===== config.mk =====
export PLATFORM = sky130hd
export DESIGN_NAME = rgb_led_frame_store_scaler_top
export DESIGN_NICKNAME = d
export VERILOG_FILES = /design/src/rtl/rgbfs_pkg.sv /design/src/rtl/rgbfs_ram.sv /design/src/rtl/rgbfs_ctrl.sv /design/src/rtl/rgbfs_dp.sv /design/src/rtl/rgb_led_frame_store_scaler_top.sv
export SDC_FILE = /design/constraint.sdc
export NUM_CORES = 1
export LEC_CHECK = 0
export BUFFER_PORTS_ARGS = -buffer_cell sky130_fd_sc_hd__buf_2
export CORE_ASPECT_RATIO = 1.5
export CORE_UTILIZATION = 55
export DETAILED_ROUTE_END_ITERATION = 6
export PLACE_DENSITY = 0.78
export SLEW_MARGIN = 20
export SYNTH_ARGS = -nofsm -noshare
export SYNTH_HDL_FRONTEND = slang
export SYNTH_SLANG_ARGS = --single-unit
export TNS_END_PERCENT = 20

===== constraint.sdc =====
create_clock -name aclk -period 5.61 [get_ports aclk]
set_input_delay 1.122 -clock aclk [delete_from_list [all_inputs] [get_ports aclk]]
set_output_delay 1.122 -clock aclk [all_outputs]
set_load 0.03 [all_outputs]

===== src/rtl/rgbfs_pkg.sv =====
// shared types, constants and helper functions of the rgb led frame store
// no dependencies
package rgbfs_pkg;

    localparam int LED_COUNT   = 24;
    localparam int RED_SHIFT   = 4;
    localparam int GREEN_SHIFT = 4;
    localparam int BLUE_SHIFT  = 4;
    localparam int TABLE_LEN   = 24;
    localparam int TBL_W       = $clog2(TABLE_LEN);
    localparam int IDX_W       = (LED_COUNT > 1) ? $clog2(LED_COUNT) : 1;
    localparam int COLOUR_W    = 24;
    localparam int BRIGHT_W    = 8;
    localparam logic [IDX_W-1:0] LAST_LED = IDX_W'(LED_COUNT - 1);

    // command codes
    localparam logic [2:0] FN_SET_LED    = 3'd0;
    localparam logic [2:0] FN_SET_SINGLE = 3'd1;
    localparam logic [2:0] FN_FILL       = 3'd2;
    localparam logic [2:0] FN_SET_BRIGHT = 3'd3;
    localparam logic [2:0] FN_UPDATE     = 3'd4;

    typedef logic [6:0] chan_tab_t [TABLE_LEN];

    localparam chan_tab_t CHAN_RED = '{
        7'd68, 7'd70, 7'd9,  7'd27, 7'd6,  7'd44, 7'd20, 7'd54, 7'd65, 7'd52, 7'd31, 7'd63,
        7'd28, 7'd13, 7'd49, 7'd40, 7'd38, 7'd18, 7'd12, 7'd2,  7'd32, 7'd35, 7'd43, 7'd41};
    localparam chan_tab_t CHAN_GREEN = '{
        7'd60, 7'd62, 7'd26, 7'd15, 7'd7,  7'd42, 7'd10, 7'd59, 7'd51, 7'd56, 7'd1,  7'd64,
        7'd34, 7'd53, 7'd47, 7'd61, 7'd45, 7'd22, 7'd23, 7'd30, 7'd25, 7'd67, 7'd29, 7'd21};
    localparam chan_tab_t CHAN_BLUE = '{
        7'd71, 7'd69, 7'd8,  7'd11, 7'd4,  7'd14, 7'd17, 7'd57, 7'd66, 7'd58, 7'd46, 7'd33,
        7'd3,  7'd50, 7'd55, 7'd36, 7'd48, 7'd37, 7'd16, 7'd5,  7'd24, 7'd39, 7'd0,  7'd19};

    typedef struct packed {
        logic [2:0] func;
        logic [7:0] led_index;
        logic [7:0] red;
        logic [7:0] green;
        logic [7:0] blue;
        logic       override_brightness;
        logic [7:0] brightness;
    } in_beat_t;

    typedef struct packed {
        logic [4:0]  led_number;
        logic [6:0]  red_channel;
        logic [11:0] red_value;
        logic [6:0]  green_channel;
        logic [11:0] green_value;
        logic [6:0]  blue_channel;
        logic [11:0] blue_value;
        logic [7:0]  white_out;
        logic        last;
    } out_beat_t;

    // controller to datapath
    typedef struct packed {
        logic             capture;
        logic             col_we;
        logic             br_we;
        logic             col_zero;
        logic             use_idx;
        logic             load;
        logic [IDX_W-1:0] addr;
        logic [IDX_W-1:0] raddr;
    } dp_cmd_t;

    // datapath to controller
    typedef struct packed {
        logic hit;
        logic idx_ok;
        logic ovr;
    } dp_sts_t;

    // channel number of an led, zero beyond the table
    function automatic logic [6:0] chan_lookup(input logic [IDX_W-1:0] idx,
                                               input chan_tab_t tab);
        logic [7:0] wide;
        logic [6:0] r;
        wide = 8'(idx);
        r    = '0;
        if (wide < 8'(TABLE_LEN)) begin
            r = tab[wide[TBL_W-1:0]];
        end
        return r;
    endfunction

    // brightness times component, shifted and clipped to 12 bits
    function automatic logic [11:0] scale_comp(input logic [7:0] b, input logic [7:0] c,
                                               input int sh);
        logic [15:0] p;
        logic [15:0] s;
        p = b * c;
        s = p >> sh;
        return (s > 16'd4095) ? 12'hFFF : s[11:0];
    endfunction

endpackage


===== src/rtl/rgbfs_ram.sv =====
// generic single write port ram with registered read
// no dependencies
module rgbfs_ram #(
    parameter int WIDTH = 8,
    parameter int DEPTH = 24
) (
    input  logic                                     aclk,
    input  logic                                     we,
    input  logic [((DEPTH > 1) ? $clog2(DEPTH) : 1)-1:0] waddr,
    input  logic [WIDTH-1:0]                         wdata,
    input  logic [((DEPTH > 1) ? $clog2(DEPTH) : 1)-1:0] raddr,
    output logic [WIDTH-1:0]                         rdata
);
    logic [WIDTH-1:0] mem_reg [DEPTH];
    logic [WIDTH-1:0] rdata_reg;

    always_ff @(posedge aclk) begin
        if (we) begin
            mem_reg[waddr] <= wdata;
        end
        rdata_reg <= mem_reg[raddr];
    end

    assign rdata = rdata_reg;
endmodule


===== src/rtl/rgbfs_ctrl.sv =====
// controller state machine: command decode, store sweeps, update sequencing
// depends on rgbfs_pkg
module rgbfs_ctrl (
    input  logic                aclk,
    input  logic                aresetn,
    input  logic                s_valid,
    output logic                s_ready,
    input  logic [2:0]          s_func,
    output logic                m_valid,
    input  logic                m_ready,
    input  rgbfs_pkg::dp_sts_t  sts,
    output rgbfs_pkg::dp_cmd_t  cmd
);
    localparam logic [1:0] ST_IDLE  = 2'd0;
    localparam logic [1:0] ST_ONE   = 2'd1;
    localparam logic [1:0] ST_SWEEP = 2'd2;
    localparam logic [1:0] ST_UPD   = 2'd3;

    logic [1:0]                  state_reg, state_next;
    logic [2:0]                  func_reg, func_next;
    logic [rgbfs_pkg::IDX_W-1:0] cnt_reg, cnt_next;
    logic                        mvalid_reg, mvalid_next;
    logic                        accept;

    assign s_ready = (state_reg == ST_IDLE);
    assign accept  = s_valid && s_ready;
    assign m_valid = mvalid_reg;

    always_comb begin
        state_next = state_reg;
        func_next  = func_reg;
        cnt_next   = cnt_reg;
        cmd        = '0;
        cmd.addr   = cnt_reg;
        case (state_reg)
            ST_IDLE: begin
                if (accept) begin
                    func_next   = s_func;
                    cmd.capture = 1'b1;
                    case (s_func)
                        rgbfs_pkg::FN_SET_LED: begin
                            state_next = ST_ONE;
                        end
                        rgbfs_pkg::FN_SET_SINGLE, rgbfs_pkg::FN_FILL,
                        rgbfs_pkg::FN_SET_BRIGHT: begin
                            cnt_next   = '0;
                            state_next = ST_SWEEP;
                        end
                        rgbfs_pkg::FN_UPDATE: begin
                            cnt_next   = '0;
                            state_next = ST_UPD;
                        end
                        default: begin
                            state_next = ST_IDLE;
                        end
                    endcase
                end
            end
            ST_ONE: begin
                cmd.use_idx = 1'b1;
                cmd.col_we  = sts.idx_ok;
                cmd.br_we   = sts.idx_ok && sts.ovr;
                state_next  = ST_IDLE;
            end
            ST_SWEEP: begin
                case (func_reg)
                    rgbfs_pkg::FN_SET_SINGLE: begin
                        cmd.col_we   = 1'b1;
                        cmd.col_zero = !sts.hit;
                        cmd.br_we    = sts.hit && sts.ovr;
                    end
                    rgbfs_pkg::FN_FILL: begin
                        cmd.col_we = 1'b1;
                    end
                    rgbfs_pkg::FN_SET_BRIGHT: begin
                        cmd.br_we = 1'b1;
                    end
                    default: begin
                        cmd.col_we = 1'b0;
                    end
                endcase
                if (cnt_reg == rgbfs_pkg::LAST_LED) begin
                    state_next = ST_IDLE;
                end else begin
                    cnt_next = cnt_reg + 1'b1;
                end
            end
            ST_UPD: begin
                if (!mvalid_reg || m_ready) begin
                    cmd.load = 1'b1;
                    if (cnt_reg == rgbfs_pkg::LAST_LED) begin
                        state_next = ST_IDLE;
                    end else begin
                        cnt_next = cnt_reg + 1'b1;
                    end
                end
            end
            default: begin
                state_next = ST_IDLE;
            end
        endcase
        // read address runs one step ahead of the output register
        cmd.raddr = cnt_next;
    end

    assign mvalid_next = cmd.load ? 1'b1 : (m_ready ? 1'b0 : mvalid_reg);

    always_ff @(posedge aclk) begin
        if (!aresetn) begin
            state_reg  <= ST_IDLE;
            func_reg   <= rgbfs_pkg::FN_SET_LED;
            cnt_reg    <= '0;
            mvalid_reg <= 1'b0;
        end else begin
            state_reg  <= state_next;
            func_reg   <= func_next;
            cnt_reg    <= cnt_next;
            mvalid_reg <= mvalid_next;
        end
    end
endmodule


===== src/rtl/rgbfs_dp.sv =====
// datapath: command registers, colour and brightness rams, scaling and output register
// depends on rgbfs_pkg and rgbfs_ram
module rgbfs_dp (
    input  logic                 aclk,
    input  logic                 aresetn,
    input  rgbfs_pkg::dp_cmd_t   cmd,
    input  rgbfs_pkg::in_beat_t  s_data,
    input  logic                 cfg_wr_en,
    input  logic [7:0]           cfg_wr_data,
    output rgbfs_pkg::dp_sts_t   sts,
    output rgbfs_pkg::out_beat_t m_data
);
    logic [rgbfs_pkg::COLOUR_W-1:0]  col_reg;
    logic [rgbfs_pkg::BRIGHT_W-1:0]  br_reg;
    logic [7:0]                      idx_reg;
    logic                            ovr_reg;
    logic [7:0]                      white_reg;
    logic [rgbfs_pkg::LED_COUNT-1:0] col_vld_reg, col_vld_next;
    logic [rgbfs_pkg::LED_COUNT-1:0] br_vld_reg, br_vld_next;
    logic                            rd_cvld_reg, rd_bvld_reg;
    rgbfs_pkg::out_beat_t            out_reg;

    logic [rgbfs_pkg::IDX_W-1:0]     waddr;
    logic [rgbfs_pkg::COLOUR_W-1:0]  col_wdata, col_rd, col_eff;
    logic [rgbfs_pkg::BRIGHT_W-1:0]  br_rd, br_eff;

    assign waddr     = cmd.use_idx ? idx_reg[rgbfs_pkg::IDX_W-1:0] : cmd.addr;
    assign col_wdata = cmd.col_zero ? '0 : col_reg;

    assign sts.idx_ok = idx_reg < 8'(rgbfs_pkg::LED_COUNT);
    assign sts.hit    = idx_reg == 8'(cmd.addr);
    assign sts.ovr    = ovr_reg;

    rgbfs_ram #(.WIDTH(rgbfs_pkg::COLOUR_W), .DEPTH(rgbfs_pkg::LED_COUNT)) u_col_ram (
        .aclk  (aclk),
        .we    (cmd.col_we),
        .waddr (waddr),
        .wdata (col_wdata),
        .raddr (cmd.raddr),
        .rdata (col_rd)
    );

    rgbfs_ram #(.WIDTH(rgbfs_pkg::BRIGHT_W), .DEPTH(rgbfs_pkg::LED_COUNT)) u_br_ram (
        .aclk  (aclk),
        .we    (cmd.br_we),
        .waddr (waddr),
        .wdata (br_reg),
        .raddr (cmd.raddr),
        .rdata (br_rd)
    );

    // entries never written since reset read as black / zero
    assign col_vld_next = col_vld_reg
                        | (cmd.col_we ? (rgbfs_pkg::LED_COUNT'(1) << waddr) : '0);
    assign br_vld_next  = br_vld_reg
                        | (cmd.br_we ? (rgbfs_pkg::LED_COUNT'(1) << waddr) : '0);
    assign col_eff = rd_cvld_reg ? col_rd : '0;
    assign br_eff  = rd_bvld_reg ? br_rd : '0;

    always_ff @(posedge aclk) begin
        if (!aresetn) begin
            col_vld_reg <= '0;
            br_vld_reg  <= '0;
            white_reg   <= '0;
        end else begin
            col_vld_reg <= col_vld_next;
            br_vld_reg  <= br_vld_next;
            if (cfg_wr_en) begin
                white_reg <= cfg_wr_data;
            end
        end
    end

    always_ff @(posedge aclk) begin
        rd_cvld_reg <= col_vld_reg[cmd.raddr];
        rd_bvld_reg <= br_vld_reg[cmd.raddr];
        if (cmd.capture) begin
            col_reg <= {s_data.red, s_data.green, s_data.blue};
            br_reg  <= s_data.brightness;
            idx_reg <= s_data.led_index;
            ovr_reg <= s_data.override_brightness;
        end
        if (cmd.load) begin
            out_reg.led_number    <= 5'(cmd.addr);
            out_reg.red_channel   <= rgbfs_pkg::chan_lookup(cmd.addr, rgbfs_pkg::CHAN_RED);
            out_reg.green_channel <= rgbfs_pkg::chan_lookup(cmd.addr, rgbfs_pkg::CHAN_GREEN);
            out_reg.blue_channel  <= rgbfs_pkg::chan_lookup(cmd.addr, rgbfs_pkg::CHAN_BLUE);
            out_reg.red_value     <= rgbfs_pkg::scale_comp(br_eff, col_eff[23:16],
                                                           rgbfs_pkg::RED_SHIFT);
            out_reg.green_value   <= rgbfs_pkg::scale_comp(br_eff, col_eff[15:8],
                                                           rgbfs_pkg::GREEN_SHIFT);
            out_reg.blue_value    <= rgbfs_pkg::scale_comp(br_eff, col_eff[7:0],
                                                           rgbfs_pkg::BLUE_SHIFT);
            out_reg.white_out     <= white_reg;
            out_reg.last          <= (cmd.addr == rgbfs_pkg::LAST_LED);
        end
    end

    assign m_data = out_reg;
endmodule


===== src/rtl/rgb_led_frame_store_scaler_top.sv =====
// Frame store for LED_COUNT rgb leds with per-led brightness. Commands arrive as one
// beat each on s_*: set one led (an index at or beyond LED_COUNT is dropped), set a
// single led and blank the rest, fill all colours, set all brightness (each a sweep
// over all LED_COUNT leds, one ram entry per cycle through the single write port).
// An update emits LED_COUNT result beats on m_*, in led order, each carrying the
// three scaled drive levels (brightness * component >> shift, clipped to 4095), the
// fixed driver channel numbers and the white lamp level; last marks the final led.
// With m_ready held high an update gives one beat per cycle, paced by the registered
// ram read that runs one led ahead of the output register. A new command is taken as
// soon as the previous one has left the controller, even while the final result beat
// still waits in the output register. The stores read as zero after reset through
// per-entry valid bits, so there is no clearing pass. The user writes white_level
// through cfg_wr_en / cfg_wr_data only while the block is idle; it is not enforced.
// depends on rgbfs_pkg, rgbfs_ctrl, rgbfs_dp
module rgb_led_frame_store_scaler_top (
    input  logic                 aclk,
    input  logic                 aresetn,
    // command channel
    input  logic                 s_valid,
    output logic                 s_ready,
    input  rgbfs_pkg::in_beat_t  s_data,
    // result channel
    output logic                 m_valid,
    input  logic                 m_ready,
    output rgbfs_pkg::out_beat_t m_data,
    // white level register
    input  logic                 cfg_wr_en,
    input  logic [7:0]           cfg_wr_data
);
    rgbfs_pkg::dp_cmd_t cmd;
    rgbfs_pkg::dp_sts_t sts;

    // sequencing: command decode, sweep counter, output valid
    rgbfs_ctrl u_ctrl (
        .aclk    (aclk),
        .aresetn (aresetn),
        .s_valid (s_valid),
        .s_ready (s_ready),
        .s_func  (s_data.func),
        .m_valid (m_valid),
        .m_ready (m_ready),
        .sts     (sts),
        .cmd     (cmd)
    );

    // stores, scaling multipliers and the result register
    rgbfs_dp u_dp (
        .aclk        (aclk),
        .aresetn     (aresetn),
        .cmd         (cmd),
        .s_data      (s_data),
        .cfg_wr_en   (cfg_wr_en),
        .cfg_wr_data (cfg_wr_data),
        .sts         (sts),
        .m_data      (m_data)
    );
endmodule


======== Word-level counts from Yosys, hierarchy flattened ========
Memories as Yosys holds them, arrays and structs flattened. A register that Yosys moved wholly into a read port is not among the register bits.
Cells that the tools add are included.
Widths: inputs -> output; s select.
operators by class
  magnitude comparators ................... 6
  $add $sub $neg .......................... 1
  mux-type cells .......................... 36
  reduce and logical (&&, ||, !) cells .... 17
  shifts and indexed selects .............. 1
  multipliers ............................. 3
  equality and inequality tests ........... 14
  bitwise operators ....................... 3
operator list
  operator              count
  $mux 24               4
  $mul 8x8->16          3
  $or 24x24->24         2
  $gt 12x12->1 const B  3
  $mux 5                5
  $shl 1x5->24 const A  1
  $mux 1                16
  $pmux 5 s3            1
  $eq 3x2->1 const B    4
  $bmux 1 s5            2
  $eq 8x5->1            1
  $lt 8x5->1 const B    1
  $mux 8                1
  $pmux 2 s4            1
  $eq 3x1->1 const B    2
  $lt 5x6->1 const B    1
  $mux 2                3
  $not 5->6             1
  $pmux 2 s3            1
  $add 5x1->5 const B   1
  $eq 5x5->1 const B    1
  $logic_not 1->1       5
  $lt 5x5->1 const B    1
  $eq 2x2->1 const B    2
  15 further kinds      18
storage, ports and cells
  memory bits (writable) .................. 768
  register bits ........................... 160
  memories ................................ 5
  memory bits (read-only) ................. 672
  bits of input ports ..................... 57
memory list
  memory                  depth  bits a word  rd ports  clocked after Yosys merged registers in  write ports  line             source
  u_dp.u_col_ram.mem_reg  24     24           1         1                                        1            rgbfs_ram.sv:14  logic [WIDTH-1:0] mem_reg [DEPTH];
  (name not given)        32     7            1         1                                        0            rgbfs_pkg.sv:84  r = tab[wide[TBL_W-1:0]];
  (name not given)        32     7            1         1                                        0            rgbfs_pkg.sv:84
  (name not given)        32     7            1         1                                        0            rgbfs_pkg.sv:84
  u_dp.u_br_ram.mem_reg   24     8            1         1                                        1            rgbfs_ram.sv:14

======== Longest topological paths before layout ========
  word-level depth ........................ 7
  gate-level depth with buffers ........... 22
  depth with buffers taken out ............ 19

======== Modules after synthesis ========
Synthesis repeated with hierarchy kept, for this count alone.
second synthesis, totals
  cells, all modules ...................... 2,835
  area total of the unflattened synthesis .. 44,073.5 µm²
modules (own cells, without submodules)
  module                      times used  cells an instance  area each (µm²)
  rgbfs_ram (u_dp.u_col_ram)  1           1,065              22,749.3
  rgbfs_dp                    1           1,293              12,836.1
  rgbfs_ram (u_dp.u_br_ram)   1           383                7,719.9
  rgbfs_ctrl                  1           94                 768.2

======== Least setup slack after synthesis ========
OpenSTA, ideal clock, no wires.
  path type ............................... flip-flop to flip-flop
  from .................................... register u_dp.rd_cvld_reg
  to ...................................... register u_dp.out_reg (netlist bit u_dp.m_data[57]) (data pin)
  data required time ...................... 5,344 ps
  clock period less this slack ............ 5,000 ps
  data arrival time ....................... 4,734 ps
  library setup time ...................... 266 ps
  setup slack ............................. 610 ps
  stages on the path, launching flop included .. 20
  path buffers ............................ 3
  cells stage by stage .................... dfxtp_1 -> clkbuf_1 -> clkbuf_1 -> clkbuf_1 -> nand3_1 -> fa_1 -> fa_1 -> inv_1 -> fa_1 -> inv_1 -> fa_1 -> inv_1 -> ha_1 -> or3_1 -> a2111oi_0 -> nor3_1 -> nand2b_1 -> o21ai_0 -> o41ai_1 -> xnor2_1
between the ends
  longest elaborated chain between the ends .. 3
RTL lines
  item                    line             source
  from (decl)             rgbfs_dp.sv:20   logic rd_cvld_reg, rd_bvld_reg;
  from (signal assigned)  rgbfs_dp.sv:75   rd_cvld_reg <= col_vld_reg[cmd.raddr];
  $mux 24 *               rgbfs_dp.sv:57   assign col_eff = rd_cvld_reg ? col_rd : '0;
  $mul 8x8->16 *          rgbfs_pkg.sv:94  p = b * c;
  $gt 12x12->1            rgbfs_pkg.sv:96  return (s > 16'd4095) ? 12'hFFF : s[11:0];
  to (decl)               rgbfs_dp.sv:21   rgbfs_pkg::out_beat_t out_reg;
Mark *: on every way between the ends. The rest lies on a longest branch, timed or not.
A chain may end at the register's enable or synchronous reset.

======== Final worst setup path ========
  from .................................... register u_dp.rd_bvld_reg
  to ...................................... register u_dp.out_reg (netlist bit u_dp.m_data[57]) (data pin)
between the ends
  longest elaborated chain between the ends .. 3
RTL lines
  item                    line             source
  from (decl)             rgbfs_dp.sv:20
  from (signal assigned)  rgbfs_dp.sv:76   rd_bvld_reg <= br_vld_reg[cmd.raddr];
  $mux 8 *                rgbfs_dp.sv:58   assign br_eff = rd_bvld_reg ? br_rd : '0;
  $mul 8x8->16 *          rgbfs_pkg.sv:94
  $gt 12x12->1            rgbfs_pkg.sv:96
Marked as above.

==> reports/results.tsv <==
metric	value	unit
Worst Skew	0.0297	ns
Synth Flop Type	edfxtp_1	
Top delay family on crit path	adder cells	
Initial Util	55.7	%
vias in the first global route	28400	
Seq/Total Area, Yosys	64.8	%
PwrDens	311	nW/um2
Final Hold Viols	0	
Sw Pwr	0.00335	W
setup TNS	0	ns
htree depth	3	
Final ANT Viol Nets	0	
WP depth	18	
GRT Residual Overflow	0	
crit start category	register	
Layout area overhead	11.6	%
WHS Path Cells	0	
DR vias	28700	
Routed wire per std cell	23.1	um
Hold-fix buffers, CTS	0	
slew margin rel.	20.2	%
routed wl met3	8.77	mm
Final Non-Filler Cells	4672	
Clock Power Share	40.9	%
Post-synth EDFFs	879	
GRT Total Usage	26.8	%
Ports	130	
LEAKAGE	17.4	nW
placed cell areas	45900	um2
Reg clk slew, reported paths	0.06	ns
share of the synthesized area in the top cell type	60.2	%
met1 wire length	38.5	mm
CTS Buf Count	89	
Max Slew Vio Count	0	
crit path max fanout	24	
port bufs	129	
Max-cap violations	0	
sw frac	22.0	%
Synth Area per Inst	12.7	um2
clk_lat worst skew	0.67	ns
final worst-path setup slack	0.426	ns
measured slew at the worst slew-check pin	1.19	ns
final hold slack	0.427	ns
depth of the worst register-to-register path	18	
unrepaired setup endpoints after global routing	false	
worst endpoint required time	6.01	ns
Net count, final	3850	
dominant cells by area after synthesis	edfxtp_1 60%, nand2_1 5.4%, fa_1 4.9%	
# DRC	0	
CP Capture Type	register	
Internal Power	0.0119	W
Yosys cell types	73	
highest routed layer	met5	
final worst-path cycle share	92.4	%
post-CTS setup buffer count	0	
Async SR Flop Fraction	0	%
dpl ws	0.501	ns
share of layout cells above drive strength 1	11.1	%
clk sink count	980	
DP HPWL	66.1	mm
post-synth top area cell	edfxtp_1	
Die Ht	348	um
vias per cell	6.15	
Die W	233	um
GPL Wtd Cong	0.896	
CTS Buffer Depth	3	
HP Class	reg2reg	
Synth Register Bits	980	
Worst Path Arrival	5.58	ns
initial antenna violation count	12	
Core Box Area	78800	um2
FP Rows	126	
die area	80900	um2
max reg flops	576	
most frequent cells in the layout	879 x edfxtp_1, 626 x nand2_1, 213 x nor2_1, 160 x nand3_1, 159 x inv_1	
Setup-failing EPs final	0	
final WL	108	mm
Max Clk Rate	193	MHz
CTS tree	yes	
Synth Instances	3466	
largest net degree at the start of global routing	81	
filler cell count in the final layout	5758	
Gate power share	5.6	%
CP max stage cell	fa_1	
Tmin final	5.18	ns
buffers plus inverters on the worst setup path	4	
crit path cell chain	buf_4, and2_1, nand3_1, fa_1, fa_1, inv_1, fa_1, inv_1, fa_1, inv_1, ha_1, or3_1, a2111oi_0, nor3_1, nand2b_1, o21ai_0, o41ai_1, xnor2_1	
WS Path Type	reg2reg	
maximum VDD drop	0.000259	V
metal2 WL	54.3	mm
post-synth net total	3745	
sequential group share of total power	53.5	%
post-CTS sizing	0	
Synth Cell Area	43900	um2
clk root buf	clkbuf_16	
post-route cell area	49000	um2
DR iter-0 viols	3807	
max incr delay on CP	0.55	ns
DR pass1 iterations	6	
first-pass GRT wire length	163	mm
commonest non-fill, non-tap cell in the layout	edfxtp_1	
Synth warnings	0	
status	complete, no violations	
Inst Count DP	4503	
cell mode on critical path	fa_1	
## layer usage
metal  vias up  track usage (%)
met5         -                0
met4        10             14.8
met3       392             4.42
met2      1541             45.7
met1     14000             32.1
li1      12800                -
## Yosys cell counts, types with 56 or more instances
cell type	instances
edfxtp_1	879
nand2_1	628
nor2_1	237
nand3_1	161
inv_1	160
a31oi_1	135
ha_1	114
clkbuf_1	111
fa_1	108
dfxtp_1	101
mux2i_1	80
and3_1	72
a211oi_1	68
a32oi_1	65
a21oi_1	59
buf_2	59
o21a_1	56
## worst register-to-register path: stages (launching register included)
cell,delay [ns]
dfxtp_1,0.39
buf_4,0.26
and2_1,0.18
nand3_1,0.12
fa_1,0.53
fa_1,0.55
inv_1,0.06
fa_1,0.47
inv_1,0.05
fa_1,0.47
inv_1,0.04
ha_1,0.21
or3_1,0.36
a2111oi_0,0.44
nor3_1,0.15
nand2b_1,0.10
o21ai_0,0.10
o41ai_1,0.32
xnor2_1,0.11
## power by group through the flow
stage	Combinational (W)	Sequential (W)	Clock (W)
after floorplan	0.000549	0.00826	0
after global placement	0.000818	0.00829	0
after detailed placement	0.000838	0.00829	0
after CTS	0.000845	0.00814	0.00629
after global routing	0.000928	0.00814	0.00655
final	0.000856	0.00814	0.00623
## layout make-up
class | count | area (um2) | area share [%]
sequential | 980 | 28400 | 58.1
multi-input combinational | 2126 | 14200 | 28.9
clock buffer | 110 | 2370 | 4.84
timing repair buffer | 213 | 1480 | 3.02
tap | 1024 | 1280 | 2.62
clock inverter | 53 | 634 | 1.30
inverter | 161 | 604 | 1.23
antenna | 5 | 12.5 | 0.0256
## path summary, 6_finish.rpt
kind	startpoint	endpoint	slack, ns
setup / recovery	u_dp.rd_bvld_reg	u_dp.m_data[57]	0.43
hold / removal	u_dp.white_reg[2]	u_dp.m_data[3]	0.43
setup reg to reg	u_dp.rd_bvld_reg	u_dp.m_data[57]	0.43
hold reg to reg	u_dp.white_reg[2]	u_dp.m_data[3]	0.43
## kinds of logic after synthesis
group	share of synthesized area (%)
AO/OA/AOI/OAI	8.48
XOR/XNOR	0.719
adder cells (fa/ha/maj)	8.18
buffers and inverters	3.50
flip-flops	64.8
multiplexers	1.85
AND/OR/NAND/NOR	12.5
## metrics by stage
step / util [%] / power [W]
floorplan: - / 0.00880
global placement: 58.2 / 0.00911
detailed placement: 58.2 / 0.00913
CTS: 62.0 / 0.0153
global route: 62.1 / 0.0156
finish: 62.1 / 0.0152
No activity file was read; power rests on OpenSTA's default activity.
